File: src/sv/crop_window_align_and_scale_core_defines.svh
// Assertion macros for the crop window core.
// Each use expects clk_i and rst_ni in scope.
`ifndef CROP_WINDOW_ALIGN_AND_SCALE_CORE_DEFINES_SVH
`define CROP_WINDOW_ALIGN_AND_SCALE_CORE_DEFINES_SVH

`ifndef NO_ASSERTIONS
`define CWAS_ASSERT(lbl, prop, msg) \
  lbl: assert property (@(posedge clk_i) disable iff (!rst_ni) prop) else $error(msg);
`define CWAS_ASSERT_NEVER(lbl, cond, msg) \
  lbl: assert property (@(posedge clk_i) disable iff (!rst_ni) !(cond)) else $error(msg);
`else
`define CWAS_ASSERT(lbl, prop, msg)
`define CWAS_ASSERT_NEVER(lbl, cond, msg)
`endif

`endif

File: src/sv/cwas_div.sv
module cwas_div #(
  parameter int unsigned NUM_W = 30,
  parameter int unsigned DEN_W = 14,
  parameter int unsigned QUO_W = 30
) (
  input  logic             clk_i,
  input  logic             en_i,
  input  logic [NUM_W-1:0] num_i,
  input  logic [DEN_W-1:0] den_i,
  output logic [QUO_W-1:0] quo_o
);

  // restoring divider, one quotient bit per stage, MSB first
  localparam int unsigned RW = (NUM_W > DEN_W + QUO_W) ? NUM_W : DEN_W + QUO_W;

  logic [RW-1:0]    rem_q [QUO_W-1];
  logic [DEN_W-1:0] den_q [QUO_W-1];
  logic [QUO_W-1:0] quo_q [QUO_W];

  logic [RW-1:0]    rin [QUO_W];
  logic [RW-1:0]    sub [QUO_W];
  logic [RW-1:0]    rnx [QUO_W];
  logic [DEN_W-1:0] din [QUO_W];
  logic [QUO_W-1:0] qin [QUO_W];
  logic [QUO_W-1:0] qnx [QUO_W];
  logic             ge  [QUO_W];

  always_comb begin
    rin[0] = RW'(num_i);
    din[0] = den_i;
    qin[0] = '0;
    for (int k = 1; k < QUO_W; k++) begin
      rin[k] = rem_q[k-1];
      din[k] = den_q[k-1];
      qin[k] = quo_q[k-1];
    end
    for (int k = 0; k < QUO_W; k++) begin
      sub[k] = RW'(din[k]) << (QUO_W - 1 - k);
      ge[k]  = rin[k] >= sub[k];
      rnx[k] = ge[k] ? rin[k] - sub[k] : rin[k];
      qnx[k] = qin[k];
      qnx[k][QUO_W-1-k] = ge[k];
    end
  end

  always_ff @(posedge clk_i) begin
    if (en_i) begin
      for (int k = 0; k < QUO_W - 1; k++) begin
        rem_q[k] <= rnx[k];
        den_q[k] <= din[k];
      end
      for (int k = 0; k < QUO_W; k++) begin
        quo_q[k] <= qnx[k];
      end
    end
  end

  assign quo_o = quo_q[QUO_W-1];

endmodule

File: config.mk
export PLATFORM = sky130hd
export DESIGN_NAME = cwas_div
export DESIGN_NICKNAME = d
export VERILOG_FILES = /design/src/sv/crop_window_align_and_scale_core_defines.svh /design/src/sv/cwas_div.sv
export SDC_FILE = /design/constraint.sdc
export NUM_CORES = 2
export LEC_CHECK = 0
export ABC_AREA = 1
export ABC_CLOCK_PERIOD_IN_PS = 3300
export BUFFER_PORTS_ARGS = -buffer_cell sky130_fd_sc_hd__buf_2
export CAP_MARGIN = 20
export CORE_MARGIN = 4
export CORE_UTILIZATION = 64
export DETAILED_ROUTE_END_ITERATION = 8
export GPL_TIMING_DRIVEN = 1
export HOLD_SLACK_MARGIN = 0.08
export PLACE_DENSITY = 0.91
export SLEW_MARGIN = 15
export SYNTH_ARGS = -nofsm -noshare
export SYNTH_HDL_FRONTEND = slang
export SYNTH_SLANG_ARGS = --single-unit
File: constraint.sdc
create_clock -name clk_i -period 3.3 [get_ports clk_i]
set_input_delay 0.99 -clock clk_i [delete_from_list [all_inputs] [get_ports clk_i]]
set_output_delay 0.99 -clock clk_i [all_outputs]
set_load 0.1 [all_outputs]
==> tab_implementation.tex <==
\begin{tabular}{lr}
\hline
Metric & Value \\
\hline
\multicolumn{2}{l}{\textbf{Synth}} \\
\quad Synthesized area per cell & 9.02 sq um \\
\quad Number of distinct standard cells referenced by the synthesized netlist & 53 \\
\quad Post-synthesis cell count & 12810 \\
\quad Primary flip-flop cell chosen by synthesis mapping & sky130\_fd\_sc\_hd\_\_edfxtp\_1 \\
\quad Seq/Total Area, Yosys & 55.8\% \\
\quad Largest cells by area after synthesis & sky130\_fd\_sc\_hd\_\_edfxtp\_1 (56\%), sky130\_fd\_sc\_hd\_\_nand2\_1 (12\%), sky130\_fd\_sc\_hd\_\_inv\_1 (6.4\%), sky130\_fd\_sc\_hd\_\_nor2\_1 (4.6\%), sky130\_fd\_sc\_hd\_\_ha\_1 (4.4\%) \\
\quad Post-synth ARST share & 0\% \\
\quad Share of Yosys cell area claimed by the top area cell type & 55.8\% \\
\quad Synthesized area & 0.116 sq mm \\
\quad Post-Synthesis Net Count & 13292 \\
\quad Synth Register Bits & 2147 \\
\quad Synth area leader & sky130\_fd\_sc\_hd\_\_edfxtp\_1 \\
\quad Count of yosys warnings during synthesis & 0 \\
\quad Post-synth EDFFs & 2147 \\
\multicolumn{2}{l}{\textbf{Setup path}} \\
\quad FF-to-FF End & rem\_q[1][66] \\
\quad Buffers plus inverters on the worst setup path & 2 \\
\quad R2R Path Start & rem\_q[1][12] \\
\quad Largest fanout on the critical path & 40 \\
\quad Cell type group with the largest total delay on the critical path & simple AND/OR/NAND/NOR gates \\
\quad Number of stages on the worst setup path & 11 \\
\quad CP startpoint & rem\_q[1][12] \\
\quad CP cell instances & inv\_1 -> ha\_1 -> fa\_1 -> nand3b\_1 -> nand2\_1 -> nand2\_1 -> nand2\_1 -> a21oi\_1 -> nand2\_2 -> inv\_2 -> o21ai\_0 \\
\quad Critical path launch point type & flip-flop \\
\quad Crit path max-delay cell type & sky130\_fd\_sc\_hd\_\_inv\_2 \\
\quad Data arrival at the endpoint of the critical path & 3.50 ns \\
\quad Cell count of the worst reg-to-reg path & 11 \\
\quad Slowest cell delay on critical path & 0.48 ns \\
\quad Category of the most critical setup path & reg -> reg \\
\quad Worst Setup End Kind & flip-flop \\
\quad Worst setup path endpoint & rem\_q[1][66] \\
\quad Required @ worst endpoint & 3.86 ns \\
\quad Library cell appearing most often on the critical path & sky130\_fd\_sc\_hd\_\_nand2\_1 \\
\quad Register-to-register path setup slack & 0.36 ns \\
\multicolumn{2}{l}{\textbf{Finish}} \\
\quad Share of post-route cells with drive strength above 1 & 5.22\% \\
\quad Number of non-filler instances in the completed layout & 15624 \\
\quad P\&R area growth vs syn & 9.37\% \\
\quad Final-stage net count & 13581 \\
\quad Most common cell after layout, fill and taps aside & sky130\_fd\_sc\_hd\_\_nand2\_1 \\
\quad Final instance area & 0.126 sq mm \\
\quad Layout Utilization & 70.6\% \\
\quad Top library cells by usage in the layout, fill and taps aside & sky130\_fd\_sc\_hd\_\_nand2\_1 (3688), sky130\_fd\_sc\_hd\_\_edfxtp\_1 (2147), sky130\_fd\_sc\_hd\_\_inv\_1 (1957) \\
\multicolumn{2}{l}{\textbf{Power}} \\
\quad Cell area power density & 743 mW/mm\^{}2 \\
\quad Worst IR Drop VDD & 0.546 mV \\
\quad Static power due to leakage & 53.9 nW \\
\quad Pwr Total & 93.8 mW \\
\multicolumn{2}{l}{\textbf{Clock tree}} \\
\quad Num CTS Buffers & 211 \\
\quad Maximum buffer depth of the clock tree & 3 \\
\quad TritonCTS clock tree & built \\
\quad Clock sink total & 2147 \\
\quad Maximum level of the CTS H-tree & 4 \\
\quad Clock-pin slew reported for the worst setup and hold paths after clock tree synthesis & 0.06 ns \\
\quad Number of setup buffers added after CTS & 0 \\
\quad Clock tree root driver cell & sky130\_fd\_sc\_hd\_\_clkbuf\_16 \\
\quad Post-CTS Hold Fix Bufs & 0 \\
\quad Clock latency on the worst-skew pair & 0.91 ns \\
\quad Post-cts repair resize count & 0 \\
\multicolumn{2}{l}{\textbf{STA}} \\
\quad Post-Route Setup TNS & 0 ns \\
\quad Final hold slack & 0.273 ns \\
\quad Setup WS post-layout & 0.358 ns \\
\quad Setup clock skew after layout & 0.0612 ns \\
\quad Fin. max-slew vios & 0 \\
\quad Unrepaired setup endpoints after global routing & false \\
\quad Achievable frequency & 340 MHz \\
\quad Post-route fraction of the period consumed by the critical path & 89.1\% \\
\quad Actual transition at the worst max-transition pin & 0.828 ns \\
\quad Count of endpoints failing setup in the final report & 0 \\
\quad Final Hold Violating Endpoints & 0 \\
\quad Final critical path time including I/O delays and setup & 2.94 ns \\
\quad Slew HR & 44.8\% \\
\multicolumn{2}{l}{\textbf{Status}} \\
\quad Result of the run & finished clean \\
\multicolumn{2}{l}{\textbf{Global route}} \\
\quad Global-route wire length before repair & 479000 um \\
\quad Vias in the first global route & 87346 \\
\quad Remaining Overflow, GRT & 0 \\
\quad Number of antenna violations at the first check in global routing & 3 \\
\quad All-layer global routing usage & 32.8\% \\
\quad Maximum number of pins on one net before global-route repair & 146 \\
\multicolumn{2}{l}{\textbf{Routing}} \\
\quad Total vias in the final route & 90792 \\
\quad Count of TritonRoute iterations in the first routing pass & 9 \\
\quad Detailed Route Iter0 Violations & 10790 \\
\quad Routed vias/inst & 5.81 \\
\quad Number of nets with antenna violations after detailed routing & 0 \\
\quad Detail-routed net length per standard cell & 19.9 um \\
\quad Number of remaining DRC errors & 0 \\
\quad Total routed wirelength & 310000 um \\
\multicolumn{2}{l}{\textbf{Floorplan}} \\
\quad Initial cell density of the core & 64.5\% \\
\quad Std-Cell Rows & 155 \\
\quad Count of pins on the block boundary & 76 \\
\quad Core outline area & 0.179 sq mm \\
\quad Die W & 433 um \\
\quad Die Y & 433 um \\
\quad DIE AREA & 0.187 sq mm \\
\multicolumn{2}{l}{\textbf{Place}} \\
\quad Placed insts & 15240 \\
\quad Input/output buffers & 75 \\
\quad Detail Placement HPWL & 234000 um \\
\quad Final estimated routing congestion in global placement & 1.01 \\
\quad Post-Place Setup Slack & 0.438 ns \\
\quad Post-detailed-placement cell area & 0.119 sq mm \\
\multicolumn{2}{l}{\textbf{Worst hold path}} \\
\quad Hold crit path type & in -> reg \\
\multicolumn{2}{l}{\textbf{Flow run}} \\
\quad Max-cap violations & 0 \\
\hline
\end{tabular}
registers in the layout, indices dropped and copies added, names as in the netlist:
signal and flops:
den_q 406, quo_q 465, rem_q 1276
cell families (layout without fill, tap and decap cells):
family / Yosys count / after routing / share of synthesized area [%]
adders and majority gates: 436 / 436 / 4.90
other: 0 / 2 / 0
DFF: 2147 / 2147 / 55.8
AOI/OAI and AO/OA: 1169 / 1169 / 5.50
buffers and inverters: 2093 / 2550 / 7.21
xor gates and xnor gates: 359 / 359 / 2.72
and+or+nand+nor: 6606 / 6606 / 23.9
cell usage after synthesis (4+ instances only):
master	count
sky130_fd_sc_hd__nand3_2	18
sky130_fd_sc_hd__inv_1	1957
sky130_fd_sc_hd__nand4_1	275
sky130_fd_sc_hd__xnor2_1	169
sky130_fd_sc_hd__nand3b_1	68
sky130_fd_sc_hd__o21ai_2	17
sky130_fd_sc_hd__and3_1	7
sky130_fd_sc_hd__nor3_1	203
sky130_fd_sc_hd__fa_1	28
sky130_fd_sc_hd__xor2_1	190
sky130_fd_sc_hd__nor4_1	31
sky130_fd_sc_hd__o21ai_0	351
sky130_fd_sc_hd__nand2_2	23
sky130_fd_sc_hd__buf_2	42
sky130_fd_sc_hd__o21a_1	14
sky130_fd_sc_hd__and2_1	24
sky130_fd_sc_hd__inv_2	21
sky130_fd_sc_hd__o21ai_1	82
sky130_fd_sc_hd__nand2_1	3688
sky130_fd_sc_hd__nor2_2	21
sky130_fd_sc_hd__buf_4	23
sky130_fd_sc_hd__or2_2	26
sky130_fd_sc_hd__edfxtp_1	2147
sky130_fd_sc_hd__nor2_4	6
sky130_fd_sc_hd__o21bai_1	33
sky130_fd_sc_hd__nor2_1	1411
sky130_fd_sc_hd__a21o_1	22
sky130_fd_sc_hd__buf_6	43
sky130_fd_sc_hd__inv_4	4
sky130_fd_sc_hd__a21oi_2	50
sky130_fd_sc_hd__nand3_1	788
sky130_fd_sc_hd__ha_1	408
sky130_fd_sc_hd__a21boi_0	6
sky130_fd_sc_hd__nor3b_1	4
sky130_fd_sc_hd__a21oi_1	576
sky130_fd_sc_hd__o211ai_1	9
final cells by class:
| cell class | instances | area [sq um] |
|---|---|---|
| timing repair buffer | 187 | 1560 |
| sequential | 2147 | 64500 |
| fill | 13220 | 52600 |
| antenna | 2 | 5.00 |
| inverter | 1982 | 7450 |
| tap | 2355 | 2950 |
| clock inverter | 137 | 1760 |
| clock buffer | 244 | 5430 |
| multi-input combinational | 8570 | 42700 |
routing by layer:
layer / global-route usage (%) / wire length (um) / vias to the layer above
li1: - / - / 42956
met1: 41.3 / 117000 / 42014
met2: 55.7 / 149000 / 4765
met3: 4.71 / 25700 / 1057
met4: 16.6 / 18300 / 0
met5: 0 / 0 / -
where the power goes:
| part | total [mW] | internal (mW) | switching, mW |
|---|---|---|---|
| registers | 39.3 | 35.6 | 3.73 |
| clock network | 24.9 | 14.3 | 10.7 |
| logic | 29.6 | 9.70 | 19.9 |
worst min path at each step:
stage                                to  slack, ns  cells after the start          start
after floorplan           quo_q[0][117]       0.40                      0   quo_q[0][87]
after global placement    quo_q[1][172]       0.40                      0  quo_q[1][142]
after detailed placement  quo_q[0][326]       0.40                      0  quo_q[0][296]
after CTS                   rem_q[0][1]       0.20                      1       num_i[1]
after global routing       rem_q[0][16]       0.24                      1      num_i[16]
final                       rem_q[0][1]       0.27                      1       num_i[1]
worst reg2reg max path: stages (launching register included):
cell	delay, ns
sky130_fd_sc_hd__edfxtp_1	0.39
sky130_fd_sc_hd__inv_1	0.07
sky130_fd_sc_hd__ha_1	0.27
sky130_fd_sc_hd__fa_1	0.27
sky130_fd_sc_hd__nand3b_1	0.14
sky130_fd_sc_hd__nand2_1	0.15
sky130_fd_sc_hd__nand2_1	0.09
sky130_fd_sc_hd__nand2_1	0.09
sky130_fd_sc_hd__a21oi_1	0.25
sky130_fd_sc_hd__nand2_2	0.19
sky130_fd_sc_hd__inv_2	0.48
sky130_fd_sc_hd__o21ai_0	0.23
Power figures use the tool's default switching activity.
